`src/rtl/kcl_pkg.sv`:
```
// ----------------------------------------------------------------------------
// kcl_pkg
// Shared types and constants for the keypad code lock with lockout.
// ----------------------------------------------------------------------------
`default_nettype none

package kcl_pkg;

	localparam int NIB_W      = 4;
	localparam int CODE_W     = 16;
	localparam int CODE_NIBS  = CODE_W / NIB_W;
	localparam int CFG_IDX_W  = 2;
	localparam int CFG_DATA_W = 16;
	localparam int ATT_W      = 4;

	// key codes
	localparam logic [NIB_W-1:0] DIGIT_LIMIT = 4'd10;
	localparam logic [NIB_W-1:0] KEY_STAR    = 4'd10;
	localparam logic [NIB_W-1:0] KEY_HASH    = 4'd11;
	localparam logic [NIB_W-1:0] SLOT_EMPTY  = 4'd10;

	// lock modes; bit 1 marks blocked
	localparam logic [1:0] LOCK_LOCKED   = 2'd0;
	localparam logic [1:0] LOCK_UNLOCKED = 2'd1;
	localparam int         BLOCK_BIT     = 1;

	localparam logic [1:0] VERDICT_NONE    = 2'd0;
	localparam logic [1:0] VERDICT_ALLOWED = 2'd1;
	localparam logic [1:0] VERDICT_DENIED  = 2'd2;

	localparam logic [ATT_W-1:0] ATTEMPT_INIT = 4'd1;
	localparam logic [ATT_W-1:0] ATTEMPT_MAX  = 4'd15;

	// configuration register indexes
	localparam logic [CFG_IDX_W-1:0] CFG_USER_CODE    = 2'd0;
	localparam logic [CFG_IDX_W-1:0] CFG_SECURITY     = 2'd1;
	localparam logic [CFG_IDX_W-1:0] CFG_MAX_ATTEMPTS = 2'd2;

	localparam logic [CODE_W-1:0] USER_CODE_RST    = 16'h1157;
	localparam logic [CODE_W-1:0] SECURITY_RST     = 16'h4321;
	localparam logic [ATT_W-1:0]  MAX_ATTEMPTS_RST = 4'd3;

	typedef struct packed {
		logic [1:0] lock_state;
		logic [1:0] verdict;
		logic [2:0] digits_entered;
		logic       green_led;
		logic       blue_led;
	} res_t;

endpackage

`default_nettype wire

```
`src/rtl/kcl_key_if.sv`:
```
// ----------------------------------------------------------------------------
// kcl_key_if
// Keypad scan sample channel: one request per scan sample.
// ----------------------------------------------------------------------------
`default_nettype none

interface kcl_key_if import kcl_pkg::*; ();
	logic             valid;
	logic             ready;
	logic             key_present;
	logic [NIB_W-1:0] key_code;

	modport source (output valid, output key_present, output key_code, input ready);
	modport sink   (input valid, input key_present, input key_code, output ready);
	modport mon    (input valid, input key_present, input key_code, input ready);
endinterface

`default_nettype wire

```
`src/rtl/kcl_res_if.sv`:
```
// ----------------------------------------------------------------------------
// kcl_res_if
// Lock status channel: one request per scan sample handled.
// ----------------------------------------------------------------------------
`default_nettype none

interface kcl_res_if;
	logic       valid;
	logic       ready;
	logic [1:0] lock_state;
	logic [1:0] verdict;
	logic [2:0] digits_entered;
	logic       green_led;
	logic       blue_led;

	modport source (output valid, output lock_state, output verdict, output digits_entered,
		output green_led, output blue_led, input ready);
	modport sink   (input valid, input lock_state, input verdict, input digits_entered,
		input green_led, input blue_led, output ready);
	modport mon    (input valid, input lock_state, input verdict, input digits_entered,
		input green_led, input blue_led, input ready);
endinterface

`default_nettype wire

```
`src/rtl/kcl_cfg_if.sv`:
```
// ----------------------------------------------------------------------------
// kcl_cfg_if
// Configuration write channel: register index and write data.
// ----------------------------------------------------------------------------
`default_nettype none

interface kcl_cfg_if import kcl_pkg::*; ();
	logic                  valid;
	logic                  ready;
	logic [CFG_IDX_W-1:0]  index;
	logic [CFG_DATA_W-1:0] data;

	modport source (output valid, output index, output data, input ready);
	modport sink   (input valid, input index, input data, output ready);
	modport mon    (input valid, input index, input data, input ready);
endinterface

`default_nettype wire

```
`src/rtl/kcl_match.sv`:
```
// ----------------------------------------------------------------------------
// kcl_match
// Parallel compare of the entry buffer against a packed BCD code.
// ----------------------------------------------------------------------------
`default_nettype none

module kcl_match import kcl_pkg::*; #(
	parameter int CODE_DIGITS = 4
) (
	input  wire logic [CODE_DIGITS-1:0][NIB_W-1:0] entry,
	input  wire logic [CODE_W-1:0]                 code,
	output logic                                   hit
);

	logic [CODE_DIGITS-1:0] eq;

	// code digits past the packed word count as zero
	for (genvar i = 0; i < CODE_DIGITS; i++) begin : g_dig
		if (i < CODE_NIBS) begin : g_code
			assign eq[i] = (entry[i] == code[i*NIB_W +: NIB_W]);
		end else begin : g_zero
			assign eq[i] = (entry[i] == '0);
		end
	end

	assign hit = &eq;

endmodule

`default_nettype wire

```
`src/rtl/keypad_code_lock_with_lockout.sv`:
```
// ----------------------------------------------------------------------------
// keypad_code_lock_with_lockout
// Keypad code lock: edge-detected key presses fill an entry buffer, hash
// checks it against the user or security code, wrong codes lead to lockout.
// ----------------------------------------------------------------------------
// An accepted scan sample's status request is registered and offered in the next cycle.
// Throughput: 1 sample per cycle; the status register is the only stage and
// a new sample is taken whenever it is empty or being drained that cycle.
// Reset: arst_n clears lock state and entry buffer, resets the attempt count and
// loads the default codes and attempt limit; no clearing pass, and the scan sample channel is ready out of reset.
// ----------------------------------------------------------------------------
`default_nettype none

module keypad_code_lock_with_lockout import kcl_pkg::*; #(
	parameter int CODE_DIGITS = 4
) (
	input  wire logic  clk,
	input  wire logic  arst_n,
	kcl_key_if.sink    key,
	kcl_res_if.source  res,
	kcl_cfg_if.sink    cfg
);

	localparam int CNT_W = $clog2(CODE_DIGITS + 1);
	localparam logic [CNT_W-1:0] CNT_FULL = CNT_W'(CODE_DIGITS);

	logic [CODE_W-1:0]                 user_q;
	logic [CODE_W-1:0]                 sec_q;
	logic [ATT_W-1:0]                  max_q;
	logic [CODE_DIGITS-1:0][NIB_W-1:0] ent_q, ent_d;
	logic [CNT_W-1:0]                  cnt_q, cnt_d;
	logic [1:0]                        mode_q, mode_d;
	logic [ATT_W-1:0]                  att_q, att_d;
	logic                              was_down_q;
	res_t                              res_q, res_d;
	logic                              res_valid_q;

	logic       in_fire;
	logic       new_press;
	logic       blocked;
	logic       hit;
	logic [1:0] verdict;
	logic [3:0] cnt_ext;

	assign cfg.ready = 1'b1;
	assign key.ready = !res_valid_q || res.ready;
	assign in_fire   = key.valid && key.ready;

	always_ff @(posedge clk or negedge arst_n) begin
		if (!arst_n) begin
			user_q <= USER_CODE_RST;
			sec_q  <= SECURITY_RST;
			max_q  <= MAX_ATTEMPTS_RST;
		end else if (cfg.valid) begin
			case (cfg.index)
				CFG_USER_CODE:    user_q <= cfg.data[CODE_W-1:0];
				CFG_SECURITY:     sec_q  <= cfg.data[CODE_W-1:0];
				CFG_MAX_ATTEMPTS: max_q  <= cfg.data[ATT_W-1:0];
				default: ;
			endcase
		end
	end

	assign blocked   = mode_q[BLOCK_BIT];
	assign new_press = key.key_present && !was_down_q;

	kcl_match #(.CODE_DIGITS(CODE_DIGITS)) u_match (
		.entry (ent_q),
		.code  (blocked ? sec_q : user_q),
		.hit   (hit)
	);

	always_comb begin
		ent_d   = ent_q;
		cnt_d   = cnt_q;
		mode_d  = mode_q;
		att_d   = att_q;
		verdict = VERDICT_NONE;
		if (new_press) begin
			if (key.key_code < DIGIT_LIMIT) begin
				if (cnt_q < CNT_FULL) begin
					for (int i = 0; i < CODE_DIGITS; i++) begin
						if (cnt_q == CNT_W'(i)) begin
							ent_d[i] = key.key_code;
						end
					end
					cnt_d = cnt_q + 1'b1;
				end
			end else if (key.key_code == KEY_STAR) begin
				ent_d = {CODE_DIGITS{SLOT_EMPTY}};
				cnt_d = '0;
			end else if (key.key_code == KEY_HASH) begin
				if (hit) begin
					mode_d  = blocked ? (mode_q & LOCK_UNLOCKED) : (mode_q ^ LOCK_UNLOCKED);
					att_d   = ATTEMPT_INIT;
					verdict = VERDICT_ALLOWED;
				end else begin
					att_d   = (att_q < ATTEMPT_MAX) ? att_q + 1'b1 : att_q;
					verdict = VERDICT_DENIED;
				end
				// limit check applies after a match too
				if (att_d > max_q) begin
					mode_d[BLOCK_BIT] = 1'b1;
				end
				ent_d = {CODE_DIGITS{SLOT_EMPTY}};
				cnt_d = '0;
			end
		end
	end

	assign cnt_ext = 4'(cnt_d);

	always_comb begin
		res_d.lock_state     = mode_d;
		res_d.verdict        = verdict;
		res_d.digits_entered = cnt_ext[2:0];
		res_d.green_led      = (mode_d == LOCK_UNLOCKED);
		res_d.blue_led       = (mode_d == LOCK_LOCKED);
	end

	always_ff @(posedge clk or negedge arst_n) begin
		if (!arst_n) begin
			ent_q      <= {CODE_DIGITS{SLOT_EMPTY}};
			cnt_q      <= '0;
			mode_q     <= LOCK_LOCKED;
			att_q      <= ATTEMPT_INIT;
			was_down_q <= 1'b0;
		end else if (in_fire) begin
			ent_q      <= ent_d;
			cnt_q      <= cnt_d;
			mode_q     <= mode_d;
			att_q      <= att_d;
			was_down_q <= key.key_present;
		end
	end

	always_ff @(posedge clk or negedge arst_n) begin
		if (!arst_n) begin
			res_valid_q <= 1'b0;
		end else if (in_fire) begin
			res_valid_q <= 1'b1;
		end else if (res.ready) begin
			res_valid_q <= 1'b0;
		end
	end

	always_ff @(posedge clk) begin
		if (in_fire) begin
			res_q <= res_d;
		end
	end

	assign res.valid          = res_valid_q;
	assign res.lock_state     = res_q.lock_state;
	assign res.verdict        = res_q.verdict;
	assign res.digits_entered = res_q.digits_entered;
	assign res.green_led      = res_q.green_led;
	assign res.blue_led       = res_q.blue_led;

endmodule

`default_nettype wire

```
`src/flat_wrapper.sv`:
```
// flat-port wrapper written by rule: the top's interface ports become plain ports
module keypad_code_lock_with_lockout_flat import kcl_pkg::*;
#(
	parameter int CODE_DIGITS = 4
)
  (clk, arst_n, key_valid, key_key_present, key_key_code, key_ready, res_valid, res_lock_state, res_verdict, res_digits_entered, res_green_led, res_blue_led, res_ready, cfg_valid, cfg_index, cfg_data, cfg_ready);
  kcl_key_if key_i ();
  kcl_res_if res_i ();
  kcl_cfg_if cfg_i ();
  input  wire logic clk;
  input  wire logic arst_n;
  input wire logic [$bits(key_i.valid)-1:0] key_valid;
  input wire logic [$bits(key_i.key_present)-1:0] key_key_present;
  input wire logic [$bits(key_i.key_code)-1:0] key_key_code;
  output wire logic [$bits(key_i.ready)-1:0] key_ready;
  output wire logic [$bits(res_i.valid)-1:0] res_valid;
  output wire logic [$bits(res_i.lock_state)-1:0] res_lock_state;
  output wire logic [$bits(res_i.verdict)-1:0] res_verdict;
  output wire logic [$bits(res_i.digits_entered)-1:0] res_digits_entered;
  output wire logic [$bits(res_i.green_led)-1:0] res_green_led;
  output wire logic [$bits(res_i.blue_led)-1:0] res_blue_led;
  input wire logic [$bits(res_i.ready)-1:0] res_ready;
  input wire logic [$bits(cfg_i.valid)-1:0] cfg_valid;
  input wire logic [$bits(cfg_i.index)-1:0] cfg_index;
  input wire logic [$bits(cfg_i.data)-1:0] cfg_data;
  output wire logic [$bits(cfg_i.ready)-1:0] cfg_ready;
  assign key_i.valid = key_valid;
  assign key_i.key_present = key_key_present;
  assign key_i.key_code = key_key_code;
  assign key_ready = key_i.ready;
  assign res_valid = res_i.valid;
  assign res_lock_state = res_i.lock_state;
  assign res_verdict = res_i.verdict;
  assign res_digits_entered = res_i.digits_entered;
  assign res_green_led = res_i.green_led;
  assign res_blue_led = res_i.blue_led;
  assign res_i.ready = res_ready;
  assign cfg_i.valid = cfg_valid;
  assign cfg_i.index = cfg_index;
  assign cfg_i.data = cfg_data;
  assign cfg_ready = cfg_i.ready;
  keypad_code_lock_with_lockout #(.CODE_DIGITS(CODE_DIGITS)) u_core (.clk(clk), .arst_n(arst_n), .key(key_i), .res(res_i), .cfg(cfg_i));
endmodule
```
`config.mk`:
```
export PLATFORM = sky130hd
export DESIGN_NAME = keypad_code_lock_with_lockout_flat
export DESIGN_NICKNAME = d
export VERILOG_FILES = /design/src/rtl/kcl_pkg.sv /design/src/rtl/kcl_key_if.sv /design/src/rtl/kcl_res_if.sv /design/src/rtl/kcl_cfg_if.sv /design/src/rtl/kcl_match.sv /design/src/rtl/keypad_code_lock_with_lockout.sv /design/src/flat_wrapper.sv
export SDC_FILE = /design/constraint.sdc
export NUM_CORES = 1
export LEC_CHECK = 0
export ABC_AREA = 1
export CORE_MARGIN = 2
export CORE_UTILIZATION = 57
export DETAILED_ROUTE_END_ITERATION = 6
export DONT_BUFFER_PORTS = 1
export PLACE_DENSITY = 0.74
export SLEW_MARGIN = 20
export SYNTH_ARGS = -nofsm -noshare
export SYNTH_HDL_FRONTEND = slang
export SYNTH_SLANG_ARGS = --single-unit
```
`constraint.sdc`:
```
create_clock -name clk -period 2.7 [get_ports clk]
set_clock_uncertainty 0.05 [all_clocks]
set_input_delay 0.135 -clock clk [delete_from_list [all_inputs] [get_ports clk]]
set_output_delay 0.135 -clock clk [all_outputs]
set_load 0.1 [all_outputs]
```
# Word level (Yosys, flattened, before mapping)

Index checks and enable logic that the tools add are counted.

Input bits: 28
Output and inout port bits: 12
Bits in registers: 72

$add $sub $neg: 2
Equal/unequal tests: 17
Mux-type cells: 30
Bitwise gates (word level): 5
Reduce and logical (&&, ||, !) cells: 20
Magnitude comparators: 4

Operator list:

| kind                  | count |
|---|---|
| $mux W16              | 5 |
| $mux W4               | 10 |
| $reduce_and A5 Y1     | 5 |
| $eq A4 B4 Y1          | 4 |
| $mux W3               | 5 |
| $mux W2               | 6 |
| $ne A2 B2 Y1 const B  | 5 |
| $eq A4 B4 Y1 const B  | 2 |
| $lt A4 B4 Y1 const B  | 2 |
| $eq A3 B2 Y1 const B  | 2 |
| $reduce_and A2 Y1     | 3 |
| $not A1 Y1            | 5 |
| $add A4 B1 Y4 const B | 1 |
| $eq A2 B1 Y1 const B  | 2 |
| $gt A4 B4 Y1          | 1 |
| $logic_not A2 Y1      | 2 |
| $mux W1               | 4 |
| $reduce_and A4 Y1     | 1 |
| $reduce_or A4 Y1      | 1 |
| $add A3 B1 Y3 const B | 1 |
| $eq A3 B1 Y1 const B  | 1 |
| $logic_not A3 Y1      | 1 |
| $lt A3 B3 Y1 const B  | 1 |
| $reduce_bool A3 Y1    | 1 |
| 5 further kinds       | 7 |

# Longest topological paths before layout

Depth in word-level cells: 15
Gate-level depth with buffers: 23

# Hierarchy

A second synthesis with hierarchy kept.

Cells, all modules: 450
Area, all modules: 3,679.8 µm²

Modules (own cells, without submodules):

| module                        | times used | cells each | area each (µm²) |
|---|---|---|---|
| keypad_code_lock_with_lockout | 1          | 399        | 3,433.3 |
| kcl_match                     | 1          | 51         | 246.5 |

# Least setup slack after synthesis

OpenSTA, ideal clock, no wires.

Path type: reg2reg
Start: reg u_core.res_valid_q (netlist: u_core.res.valid)
End: reg u_core.res_q (netlist bit u_core.res.blue_led), enable pin
Clock period less this slack: 2,862 ps
Stages on the path, launching flop included: 5
Path slack: -162 ps
Library setup time: 295 ps
Arrival: 2,517 ps
Data required time: 2,355 ps
Path through: dfrtp_1 > nand2_1 > nand2_1 > clkbuf_1 > inv_1

Longest elaborated chain between the ends: 3

Ends and longest elaborated chain:

| element                  | line                                 | text |
|---|---|---|
| start, declared          | keypad_code_lock_with_lockout.sv:36  | `logic res_valid_q;` |
| start signal, assigned   | keypad_code_lock_with_lockout.sv:139 | `res_valid_q <= 1'b0;` |
| start signal, assigned   | keypad_code_lock_with_lockout.sv:141 | `res_valid_q <= 1'b1;` |
| start signal, assigned   | keypad_code_lock_with_lockout.sv:143 | `res_valid_q <= 1'b0;` |
| $logic_not A1 Y1         | keypad_code_lock_with_lockout.sv:46  | `assign key.ready = !res_valid_q \|\| res.ready;` |
| $logic_or A1 B1 Y1       | keypad_code_lock_with_lockout.sv:46  |  |
| named net key_ready      | flat_wrapper.sv:15                   | `output wire logic [$bits(key_i.ready)-1:0] key_ready;` |
| $logic_and A1 B1 Y1      | keypad_code_lock_with_lockout.sv:47  | `assign in_fire = key.valid && key.ready;` |
| named net u_core.in_fire | keypad_code_lock_with_lockout.sv:38  | `logic in_fire;` |
| end signal, assigned     | keypad_code_lock_with_lockout.sv:149 | `res_q <= res_d;` |
| end, declared            | keypad_code_lock_with_lockout.sv:35  | `res_t res_q, res_d;` |

The timed path passes the listed nets, and every way through them passes these cells.
A chain may end at the register's enable or synchronous reset.

==> results.yml <==
worst_hold_path:
  whs_endpoint: "u_core.res.valid"
  worstHoldStart: "key_valid"
  hold_class: "in2reg"
  hold_path_depth: 3
global_route:
  antenna_found_initial: 0
  gr-usage-all-layers: 0.2433
  grt_pass1_wl_um: 13990
  grt_pass1_vias: 3076
  grt_max_degree: 64
  grt_overflow: 0
route:
  drtIter0Drc: 201
  routed_wl_um: 8170
  vias_per_cell: 5.249
  drtAntennaViolNets: 0
  route.detailed.drc: 0
  num_vias: 3207
  routedWlPerCell_um: 13.37
  dr.pass1.iters: 4
critical_path:
  worst_r2r_startpoint: "u_core.mode_q[1]"
  startpoint: "u_core.mode_q[1]"
  r2r-end: "u_core.res.blue_led"
  cp_cell_sequence: "buf_6 -> nand2_2 -> nand2_1 -> nand2_1 -> nand2_1 -> inv_1 -> nand2_1 -> nor2_1 -> nand2_2 -> nor2_4 -> inv_2 -> o211ai_1 -> inv_1 -> ha_4 -> inv_2 -> o21bai_1 -> nand3_1 -> a21boi_1 -> nand2_1 -> nand2_2 -> nor2_1"
  crit_arrival_ns: 2.81
  cp_top_family: "simple AND/OR/NAND/NOR gates"
  cp_common_cell: "nand2_1"
  ff2ff_path_depth: 21
  r2r_slack_ns: -0.05
  cp-end-kind: "register"
  timing.critical_path.slowest_cell_delay_ns: 0.49
  critPathBufInv: 5
  cpMaxStageDelayCell: "dfrtp_2"
  worstSetupPathType: "reg2reg"
  required_ns: 2.76
  cp_max_fo: 7
  worst_setup_path_start_kind: "register"
die:
  die_x_um: 86.23
  initial_core_util: 0.5967
  coreArea_um2: 6459
  ios: 40
  dieHeight_um: 86.23
  rows: 29
  die_area_um2: 7435
sta:
  tightestPinTransition_ns: 0.9996
  setup_ws_ns: -0.04964
  finalHoldViolCount: 0
  period_needed_ns: 2.750
  slew_headroom: 0.3320
  rsz0062_at_grt: "true"
  setup_viol: 2
  post-route-period-util: 1.018
  maxSlewViolCount: 0
  fmax_ghz: 0.3637
clocking:
  clockBufferDepth: 2
  cts_buffers: 9
  clk_pin_slew_worst_paths_ns: 0.07
  htreeDepth: 3
  numClockSinks: 72
  ctsRootBufferMaster: "clkbuf_8"
  cts_tree: "done"
  clk-insertion-delay-late_ns: 0.36
yosys:
  syn_area_um2: 3854
  synth_area_leaders: "dfrtp_1 (26%), nand2_1 (18%), dfstp_2 (16%)"
  ys_ff_latch: 72
  yosys_warnings: 0
  synth_cell_types: 34
  syn-mean-instance-area_um2: 7.738
  synth_nets: 535
  seq_area_frac_synth: 0.4867
  synth_top_area_share: 0.2597
  yosysTopAreaCell: "dfrtp_1"
  syn_inst: 498
layout:
  final_common_cell: "nand2_1"
  nets: 566
  final_cell_mix: "nand2_1 (164), inv_1 (70), o21ai_0 (57), dfrtp_1 (39), nand3_1 (29)"
  area_delta_synth_final_pct: 16.14
  stdcell_area_um2: 4476
  drive_gt1_frac: 0.1723
  n_antenna_cell: 0
placed_design:
  io_buffers: 0
  dpl_cell_area_um2: 3918
  place_congestion: 0.8569
  hpwl_um: 5642
power:
  clock_power_share: 0.231
  finalPower_mw: 3.916
  p_switching_mw: 1.500
  intPower_mw: 2.416
  p_comb_frac: 0.320
  p_leak_nw: 2.240
  powerDensity_nw_per_um2: 874.9
  vdd_drop_max_v: 0.0004996
  p_seq_frac: 0.449
  swShare: 0.3829
flow_run:
  max_cap_viol_count: 0
status:
  status: "finished, violations left"
  violations: "setup timing"
worst reg2reg max path, stage by stage, from the launching register on:
cell and delay, ns:
dfrtp_2 0.49, buf_6 0.18, nand2_2 0.06, nand2_1 0.05
nand2_1 0.05, nand2_1 0.06, inv_1 0.05, nand2_1 0.05
nor2_1 0.13, nand2_2 0.08, nor2_4 0.13, inv_2 0.06
o211ai_1 0.11, inv_1 0.10, ha_4 0.28, inv_2 0.03
o21bai_1 0.13, nand3_1 0.09, a21boi_1 0.14, nand2_1 0.07
nand2_2 0.09, nor2_1 0.05
stage by stage:
| step | setup TNS [ns] | instances | setup slack [ns] | hold WS (ns) | utilization |
|---|---|---|---|---|---|
| 3_3_place_gp | 0 | 570 | 0.008667 | -0.2085 | 0.6065 |
| 5_1_grt | -0.8899 | 611 | -0.2708 | 0.04798 | 0.6929 |
| 6_report | -0.08598 | 611 | -0.04964 | 0.04131 | 0.6929 |
| 3_5_place_dp | -0.1109 | 570 | -0.05654 | -0.2091 | 0.6065 |
| 4_1_cts | 0 | 608 | 0.002485 | 0.02202 | 0.6804 |
| 2_1_floorplan | 0 | 498 | 0.1540 | -0.2106 | - |
Yosys cell counts, drive strengths merged:
library cell	instances
dfstp	23
a21oi	5
conb	1
nor3	1
nor2b	1
xor2	1
nor2	21
nand2	188
nand3b	3
nand3	33
or2	1
ha	9
o2111ai	1
o211ai	3
a21boi	1
nand4	3
dfrtp	40
edfxtp	9
o21bai	1
inv	74
buf	6
o21ai	63
clkbuf	7
o22ai	3
per-layer routing:
layer	up-vias	part of all wire	track usage	wire, um
li1	1627	-	-	-
met1	1478	0.45	0.3197	3671
met2	82	0.48	0.3953	3926
met3	20	0.039	0.03905	319
met4	0	0.031	0.1179	252
met5	-	0	0	0
worst max-delay path by stage:
stage / cells past startpoint / endpoint / slack, ns
floorplan: 4 / u_core.res.blue_led / 0.15
global placement: 20 / u_core.res.blue_led / 0.009
detailed placement: 20 / u_core.res.green_led / -0.06
CTS: 21 / u_core.res.green_led / 0.002
global route: 21 / u_core.res.blue_led / -0.27
finish: 21 / u_core.res.blue_led / -0.05
cell type report:
| class | count | area [um2] |
|---|---|---|
| Fill cell | 540 | 1983 |
| Sequential cell | 72 | 1877 |
| Multi-Input combinational cell | 339 | 1674 |
| Timing Repair Buffer | 32 | 321.6 |
| Inverter | 74 | 285.3 |
| Clock buffer | 11 | 162.7 |
| Tap cell | 77 | 96.34 |
| Clock inverter | 5 | 52.55 |
| Timing Repair inverter | 1 | 6.256 |
cell families after synthesis:
group,share of synthesized area
buffers and inverters,0.09870
flip-flops,0.4867
AND/OR/NAND/NOR,0.2770
adder cells (fa/ha/maj),0.02922
AO/OA/AOI/OAI,0.1052
XOR/XNOR,0.002273
other,0.0009731
registers in the layout, indices dropped and copies added, names as in the netlist:
name	flops
u_core.ent_q	16
u_core.sec_q	16
u_core.user_q	16
u_core.att_q	4
u_core.max_q	4
u_core.cnt_q	3
u_core.res.digits_entered	3
u_core.mode_q	2
u_core.res.lock_state	2
u_core.res.verdict	2
u_core.res.blue_led	1
u_core.res.green_led	1
u_core.res.valid	1
u_core.was_down_q	1
power by group through the flow:
stage               logic [mW]  registers [mW]  clock network [mW]
floorplan                0.948            1.70                   0
global placement          1.06            1.75                   0
detailed placement        1.11            1.76                   0
CTS                       1.19            1.75               0.921
global route              1.45            1.79               0.961
finish                    1.25            1.76               0.904
what timing repair did:
action / 4_1_cts / 5_1_grt
setup endpoints to repair: 3 / 4
resized for setup: 8 / 21
setup buffers: 0 / 3
pin swaps: 3 / 20
cloned: 1 / 0
hold buffers: 21 / 0
hold endpoints to repair: 103 / 0
(Power assumes the default switching activity.)
